File: src/rtl/psd_pkg.sv
`timescale 1ns / 1ps
// ----------------------------------------------------------------------------
// psd_pkg
// Shared constants, register map and types of the predictive sample
// decorrelator.
// ----------------------------------------------------------------------------
package psd_pkg;

   // sample and line geometry
   localparam int SAMPLE_W      = 16;
   localparam int ROW_MAX       = 4096;
   localparam int COL_W         = $clog2(ROW_MAX);
   localparam int WIDTH_W       = 13;
   localparam int ROW_MIN       = 3;

   // configuration register map (index = paddr[3:2])
   localparam int CSR_ADDR_W    = 4;
   localparam logic [1:0] REG_MODE      = 2'd0;
   localparam logic [1:0] REG_MAX_VALUE = 2'd1;
   localparam logic [1:0] REG_ROW_WIDTH = 2'd2;

   // predictor modes
   localparam logic [2:0] MODE_NONE     = 3'd0;
   localparam logic [2:0] MODE_LEFT     = 3'd1;
   localparam logic [2:0] MODE_TWO_LEFT = 3'd2;
   localparam logic [2:0] MODE_MED      = 3'd3;
   localparam logic [2:0] MODE_FGIJ     = 3'd4;

   // divide by three: q = (x * DIV3_MULT) >> DIV3_SHIFT, exact for x < 2**19
   localparam int          DIV3_SHIFT = 19;
   localparam logic [17:0] DIV3_MULT  = 18'd174763;

   // neighborhood of one sample, handed from the pipeline to the predictor
   typedef struct packed {
      logic [SAMPLE_W-1:0] w;
      logic [SAMPLE_W-1:0] ww;
      logic [SAMPLE_W-1:0] nw;
      logic [SAMPLE_W-1:0] n;
      logic                first_row;
      logic                col_zero;
      logic                col_one;
   } nbr_type;

endpackage

File: src/rtl/psd_err_map.sv
`timescale 1ns / 1ps
// ----------------------------------------------------------------------------
// psd_err_map
// Maps the prediction error to a non-negative code folded around the
// prediction (other modes pass the sample), flags samples over the maximum.
// ----------------------------------------------------------------------------
module psd_err_map
   import psd_pkg::*;
(
   input  logic [2:0]          mode,
   input  logic [SAMPLE_W-1:0] max_value,
   input  logic [SAMPLE_W-1:0] sample,
   input  logic [SAMPLE_W-1:0] pred,
   output logic [SAMPLE_W-1:0] coded,
   output logic                range_error
);

   logic [SAMPLE_W-1:0] pred_sat;
   logic                neg;
   logic [SAMPLE_W-1:0] mag;
   logic [SAMPLE_W-1:0] room_up;
   logic [SAMPLE_W-1:0] theta;
   logic [SAMPLE_W:0]   fold_code;
   logic [SAMPLE_W:0]   mapped;
   logic                predicted;

   // saturate prediction to the legal range
   assign pred_sat = (pred > max_value) ? max_value : pred;

   // error magnitude and sign
   assign neg = sample < pred_sat;
   assign mag = neg ? (pred_sat - sample) : (sample - pred_sat);

   // symmetric folding range around the prediction
   assign room_up = max_value - pred_sat;
   assign theta   = (room_up < pred_sat) ? room_up : pred_sat;

   assign fold_code = {mag, 1'b0} - (SAMPLE_W+1)'(neg);
   assign mapped    = (mag <= theta) ? fold_code : ({1'b0, theta} + {1'b0, mag});

   assign predicted   = (mode >= MODE_LEFT) && (mode <= MODE_FGIJ);
   assign range_error = sample > max_value;

   // output select
   always_comb begin
      priority if (range_error) begin
         coded = '0;
      end else if (predicted) begin
         coded = mapped[SAMPLE_W-1:0];
      end else begin
         coded = sample;
      end
   end

endmodule

File: config.mk
export PLATFORM = sky130hd
export DESIGN_NAME = psd_err_map
export DESIGN_NICKNAME = d
export VERILOG_FILES = /design/src/rtl/psd_pkg.sv /design/src/rtl/psd_err_map.sv
export SDC_FILE = /design/constraint.sdc
export NUM_CORES = 1
export LEC_CHECK = 0
export BUFFER_PORTS_ARGS = -buffer_cell sky130_fd_sc_hd__buf_2
export CAP_MARGIN = 20
export CORE_MARGIN = 4
export CORE_UTILIZATION = 25
export DETAILED_ROUTE_END_ITERATION = 16
export PLACE_DENSITY_LB_ADDON = 0.15
export SYNTH_ARGS = -nofsm -noshare
export SYNTH_HDL_FRONTEND = slang
export SYNTH_SLANG_ARGS = --single-unit
File: constraint.sdc
create_clock -name vclk -period 19.4
set_input_delay 0.97 -clock vclk [all_inputs]
set_output_delay 0.97 -clock vclk [all_outputs]
set_load 0.02 [all_outputs]
==> results of run 1 <==
[final cells by class]
class	instances	area share (%)
timing repair buffer	75	6.202
tap	280	5.530
inverter	95	5.708
multi-input combinational	684	82.56
[synthesized netlist by cell type (12+ instances only)]
library cell and n:
ha_1 124, inv_1 94, nand2_1 75, a21oi_1 64, o21ai_0 53, nor2_1 47
xnor2_1 32, a21o_1 23, clkbuf_1 20, xor2_1 18, a211oi_1 17, o21a_1 17
nor3_1 15, nand3_1 14, o21bai_1 12
[metal layers]
metal	vias up	GRT usage, %	part of all wire (%)
met4	0	0.9467	0.81
met2	70	23.83	44
met3	4	0.2071	2.2
li1	3009	-	-
met5	-	0	0
met1	2645	22.07	53
[power groups by stage]
stage	sequential [uW]	combinational (uW)	clock, uW
2_1_floorplan	0	548	0
3_3_place_gp	0	736	0
3_5_place_dp	0	729	0
4_1_cts	0	735	0
5_1_grt	0	817	0
6_report	0	728	0
[metrics by stage]
step | hold slack, ns | total power, uW | cell area [sq um] | utilization (%)
floorplan | 2.113 | 547.7 | 5695 | -
global placement | 2.325 | 736.5 | 6335 | 28.67
detailed placement | 2.318 | 728.9 | 6335 | 28.67
CTS | 2.318 | 734.6 | 6335 | 28.67
global route | 2.344 | 817.4 | 6335 | 28.67
finish | 2.316 | 727.9 | 6335 | 28.67
[worst max-delay path, delay by kind of cell]
kind	cells	cell delay (ns)
mux	1	0.42
fa+ha+maj	5	1.34
buf+inv	7	1.14
xor+xnor	2	0.50
compound gates	23	4.73
simple gates	6	1.05
[cell families (layout without fill, tap and decap cells)]
kind of cell               after synthesis  after routing  share of synthesized area [%]
AOI/OAI and AO/OA                      260            260                          31.48
and+or+nand+nor                        228            228                          20.74
adders and majority gates              126            126                          27.94
buffers and inverters                  121            170                          8.392
xor gates and xnor gates                50             50                          7.689
muxes                                   20             20                          3.757
[worst min path at each step]
stage               from       end  slack, ns  depth (start not counted)
3_5_place_dp   sample[0]  coded[0]       2.32                          4
2_1_floorplan  sample[0]  coded[0]       2.11                          2
5_1_grt        sample[0]  coded[0]       2.34                          4
3_3_place_gp   sample[0]  coded[0]       2.32                          4
4_1_cts        sample[0]  coded[0]       2.32                          4
6_report       sample[0]  coded[0]       2.32                          4
==> flow_summary.yaml, run 1 <==
run_status:
  status: "complete, no violations"
finish:
  final_cell_mix: "ha_1 (124), inv_1 (94), nand2_1 (75)"
  clkbuf_count: 0
  seq_area_sq_um: 0
  drive_gt1_share_pct: 13.47
  area_growth_pct: 11.23
  nFillCells: 2415
  fin_cells: 1134
  diodes: 0
  final_common_cell: "ha_1"
  nNetsFinal: 1033
  nFlopsAndLatches: 0
  multi_input_area_sq_um: 5230
routing:
  drc: 0
  vias_per_cell: 5.051
  drt-initial-drc-count: 304
  drt-total-wl_mm: 19.12
  vias: 5728
  wl_per_cell_microns: 16.86
  ant_nets: 0
  firstDrtPassIters: 5
place:
  post-place-cells: 1134
  place_hpwl_mm: 16.76
  gp_congestion: 0.8350
  pre_cts_slack_ns: 8.277
  port_buffers: 68
setup_path:
  worst_setup_path_end_kind: "output port"
  crit_type: "in -> out"
  path_max_fanout: 31
  crit_end: "coded[15]"
  crit_start: "max_value[15]"
  critPathMostFrequentCell: "o21ai_0"
  crit_slowest_cell: "o41ai_1"
  critPathLaunchType: "input pin"
  critical_path_required_ns: 18.43
  worstPathArrival_ns: 10.19
  worst_path_largest_cell_delay_ns: 0.50
timing:
  rsz0062_at_grt: "no"
  max_freq_mhz: 89.60
  relSlewSlack_pct: 40.07
  setup_viol: 0
  hold_viol: 0
  report.final.slew_viol_count: 0
  post-route-period-util_pct: 57.53
  fin_crit_ns: 11.16
  fin_setup_tns_ns: 0
  setup_ws_ns: 8.240
  worst_pin_slew_ns: 0.8895
synth:
  ys_types: 83
  synth_top_area_share_pct: 27.24
  synth_top_area_cell: "ha_1"
  yosys_warnings: 0
  syn_area_per_cell_sq_um: 7.075
  synth.area.top_cells: "ha_1 (27%), inv_1 (6.2%), a21oi_1 (5.6%)"
  syn_area_sq_um: 5695
  yosysSeqAreaShare_pct: 0
  syn_inst: 805
  syn-num-nets: 982
floorplanning:
  core_area_sq_um: 22090
  initial_core_util_pct: 25.78
  die_area_sq_um: 25260
  rows: 54
  die_h_microns: 158.9
  die_x_microns: 158.9
  io_pins: 68
power:
  p_int_uw: 289.6
  clockPowerShare_pct: 0
  power_density_nw_per_um2: 114.9
  p_comb_share_pct: 100.0
  ir_drop_mv: 0.04846
  p_sw_uw: 438.3
  sw_frac_of_total_pct: 60.21
  pwr-share-seq_pct: 0
  p_leak_uw: 0.003093
clock_network:
  cts_resized: 0
  cts_hold_buffers: 0
  cts_setup_buffers: 0
grt:
  overflow: 0
  grt_pass1_wl_mm: 30.48
  grt_max_degree: 38
  antenna_found_initial: 0
  grtUsageTotal_pct: 14.45
  grt_pass1_vias: 5561
hold_path:
  hold_class: "in -> out"
run:
  cap_violations: 0
(Power assumes the default switching activity.)
==> run 2: changes to the inputs <==
==> constraint.sdc (replaced) <==
create_clock -name vclk -period 9.82
set_input_delay 0.491 -clock vclk [all_inputs]
set_output_delay 0.491 -clock vclk [all_outputs]
set_load 0.02 [all_outputs]
==> flow_summary.yaml, run 2 (synthesis gave the netlist of run 1 again) <==
setup_path:
  path_delay_family: "compound AO/OA/AOI/OAI gates"
  path_buf_inv: 7
  worst_setup_path_end_kind: "output port"
  worstPathArrival_ns: 8.69
  path_max_fanout: 8
  critPathLaunchType: "input pin"
  crit_slowest_cell: "o31ai_4"
  critical_path_required_ns: 9.33
  crit_type: "in -> out"
  worst_path_largest_cell_delay_ns: 0.41
place:
  pre_cts_slack_ns: -0.08742
  place_hpwl_mm: 17.20
  gp_congestion: 0.8881
  port_buffers: 68
  dpl_cell_area_sq_um: 6402
routing:
  vias_per_cell: 5.088
  wl_per_cell_microns: 17.15
  firstDrtPassIters: 5
  ant_nets: 0
  drt-initial-drc-count: 282
  drc: 0
  drt-total-wl_mm: 19.69
  vias: 5841
finish:
  diodes: 0
  final_common_cell: "ha_1"
  final_util_pct: 29.77
  seq_area_sq_um: 0
  design_area_sq_um: 6578
  nNetsFinal: 1047
  nFlopsAndLatches: 0
  area_growth_pct: 15.49
  clkbuf_count: 0
  final_cell_mix: "ha_1 (121), inv_1 (93), nand2_1 (75)"
  drive_gt1_share_pct: 17.28
grt:
  overflow: 0
  grt_pass1_wl_mm: 31.42
  grt-busiest-layer: "met2"
  grt_util_met3_pct: 0.5177
  grt_use_met2_pct: 25.53
  grtUsageTotal_pct: 14.96
  globalRouteMet1Util_pct: 22.09
  grt_pass1_vias: 5653
  antenna_found_initial: 0
  grt_max_degree: 38
power:
  power_uw: 1537
  ir_drop_mv: 0.06496
  p_leak_uw: 0.003181
  power_density_nw_per_um2: 233.7
run_status:
  status: "complete, no violations"
timing:
  whs_ns: 1.363
  fin_crit_ns: 9.184
  worst_pin_slew_ns: 0.7883
  hold_viol: 0
  relSlewSlack_pct: 46.62
  report.final.slew_viol_count: 0
  setup_ws_ns: 0.6361
  max_freq_mhz: 108.9
  post-route-period-util_pct: 93.52
  setup_viol: 0
run:
  cap_violations: 0
hold_path:
  hp-start: "sample[0]"
  hold_depth: 4
  holdPathEnd: "coded[0]"
  hold_class: "in -> out"
floorplanning:
  die_h_microns: 158.9
  io_pins: 68
  initial_core_util_pct: 25.78
  die_x_microns: 158.9
  rows: 54
  core_area_sq_um: 22090
  die_area_sq_um: 25260
clock_network:
  cts_hold_buffers: 0
==> run 2: changes by cell type in the layout (fill, tap and decap cells not counted), sizes merged <==
| cell | change |
|---|---|
| buf | +14 |
==> run 2: worst min-delay path: stages <==
cell and delay (ns):
buf_2 0.12, nand2_1 0.05, a21oi_1 0.05, buf_2 0.15
==> run 2: how the worst max path moves through the flow <==
stage | from | endpoint | slack [ns] | depth (start not counted)
after floorplan | max_value[1] | coded[14] | 0.44 | 47
after global placement | max_value[15] | coded[14] | 0.03 | 40
after global routing | max_value[11] | coded[14] | -0.02 | 44
final | max_value[1] | coded[15] | 0.64 | 43
after CTS | max_value[15] | coded[14] | 0.07 | 41
after detailed placement | max_value[15] | coded[14] | -0.09 | 41
==> run 2: per-stage QoR <==
step / TNS, ns / instances
final: 0 / 1148
after global routing: -0.03329 / 1148
after CTS: 0 / 1143
after detailed placement: -0.1790 / 1143
after global placement: 0 / 1143
after floorplan: 0 / 805
==> run 2: layout make-up <==
type | instances | area (sq um)
tap | 280 | 350.3
inverter | 95 | 361.6
multi-input combinational | 684 | 5355
timing repair buffer | 89 | 510.5
fill | 2400 | 15520
==> run 2: routing by layer <==
| layer | up-vias | part of all wire, % |
|---|---|---|
| met4 | 0 | 0.53 |
| li1 | 3043 | - |
| met1 | 2705 | 51 |
| met2 | 89 | 46 |
| met3 | 4 | 3.0 |
| met5 | - | 0 |
==> run 2: report_power, final <==
group	switching (uW)	internal, uW
registers	0	0
clock network	0	0
logic	906	631
total	906	631
==> run 2: what timing repair did <==
| item | in CTS | in global routing |
|---|---|---|
| resized for setup | 3 | 36 |
| pin swaps | 0 | 12 |
| setup buffers | 0 | 5 |
| setup endpoints to repair | 3 | 16 |
==> run 3: changes to the inputs <==
==> constraint.sdc (replaced) <==
create_clock -name vclk -period 9.82
set_input_delay 1.964 -clock vclk [all_inputs]
set_output_delay 1.964 -clock vclk [all_outputs]
set_load 0.02 [all_outputs]
==> flow_summary.yaml, run 3 (synthesis gave the netlist of run 1 again) <==
routing:
  drt-total-wl_mm: 22.00
  firstDrtPassIters: 5
  wl_per_cell_microns: 15.10
  vias: 6887
  drt-initial-drc-count: 287
  vias_per_cell: 4.727
  ant_nets: 0
  drc: 0
setup_path:
  crit_slowest_cell: "or4_4"
  path_max_fanout: 7
  crit_start: "max_value[10]"
  critical_path_required_ns: 7.86
  critPathMostFrequentCell: "a21oi_2"
  worst_path_largest_cell_delay_ns: 0.49
  critPathLaunchType: "input pin"
  worstPathArrival_ns: 9.24
  crit_type: "in -> out"
  worst_setup_path_end_kind: "output port"
grt:
  grtUsageTotal_pct: 16.53
  grt_max_degree: 20
  grt-busiest-layer: "met2"
  grt_util_met3_pct: 0.2848
  overflow: 0
  grt_pass1_wl_mm: 35.17
  globalRouteMet1Util_pct: 23.85
  grt_pass1_vias: 6893
  grt_use_met2_pct: 29.49
  antenna_found_initial: 0
power:
  p_leak_uw: 0.004909
  power_density_nw_per_um2: 265.6
  power_uw: 2677
  ir_drop_mv: 0.1206
finish:
  clkbuf_count: 0
  final_common_cell: "buf_4"
  fin_cells: 1457
  nFlopsAndLatches: 0
  seq_area_sq_um: 0
  final_cell_mix: "buf_4 (313), ha_1 (96), inv_1 (75)"
  diodes: 0
  nNetsFinal: 1356
  area_growth_pct: 76.98
  drive_gt1_share_pct: 48.94
floorplanning:
  initial_core_util_pct: 25.78
  rows: 54
  core_area_sq_um: 22090
  die_x_microns: 158.9
  die_area_sq_um: 25260
  io_pins: 68
  die_h_microns: 158.9
run:
  cap_violations: 0
run_status:
  status: "finished with violations"
  violations: "setup timing"
place:
  place_hpwl_mm: 18.86
  pre_cts_slack_ns: -2.040
  port_buffers: 68
  post-place-cells: 1403
  gp_congestion: 0.8736
hold_path:
  hold_class: "in -> out"
  hp-start: "sample[9]"
  holdPathEnd: "coded[9]"
  hold_depth: 4
clock_network:
  cts_hold_buffers: 0
timing:
  fin_crit_ns: 11.21
  worst_pin_slew_ns: 0.5143
  hold_viol: 0
  max_freq_mhz: 89.25
  relSlewSlack_pct: 65.03
  setup_viol: 16
  setup_ws_ns: -1.385
  whs_ns: 4.338
  rsz0062_at_grt: "yes"
  fin_setup_tns_ns: -16.60
  post-route-period-util_pct: 114.1
  report.final.slew_viol_count: 0
run 3: metrics by stage:
stage	area, sq um	util (%)
2_1_floorplan	6188	-
3_3_place_gp	8781	39.74
3_5_place_dp	8781	39.74
4_1_cts	9638	43.62
5_1_grt	10080	45.62
6_report	10080	45.62
run 3: where the power goes:
| part | total (uW) | internal [uW] | switching [uW] |
|---|---|---|---|
| registers | 0 | 0 | 0 |
| clock network | 0 | 0 | 0 |
| logic | 2680 | 1420 | 1260 |
run 3: area by class of cell:
class	instances	area (sq um)
fill	2233	12010
tap	280	350.3
timing repair buffer	398	3133
multi-input combinational	684	6200
inverter	95	396.6
run 3: routing by layer:
layer	up-vias	routed length [microns]
li1	3672	-
met3	4	494
met2	85	10470
met4	0	51
met5	-	0
met1	3126	10980
run 3: critical path, delay by kind of cell:
kind	cells	cell delay (ns)
xor gates and xnor gates	2	0.32
and+or+nand+nor	4	0.96
muxes	1	0.27
buffers and inverters	10	1.09
adders and majority gates	6	1.41
AOI/OAI and AO/OA	23	3.23
run 3: repair_timing:
action / in CTS / in global routing
resized for setup: 133 / 85
setup endpoints to repair: 16 / 16
cloned: 1 / 1
buffers inserted: 42 / 20
pin swaps: 83 / 77
run 3: worst max-delay path by stage:
| stage | end | slack [ns] | cells past startpoint |
|---|---|---|---|
| 5_1_grt | coded[14] | -1.83 | 46 |
| 2_1_floorplan | coded[14] | -1.49 | 46 |
| 3_3_place_gp | coded[14] | -1.88 | 41 |
| 6_report | coded[14] | -1.39 | 46 |
| 4_1_cts | coded[14] | -1.47 | 47 |
| 3_5_place_dp | coded[14] | -2.04 | 41 |
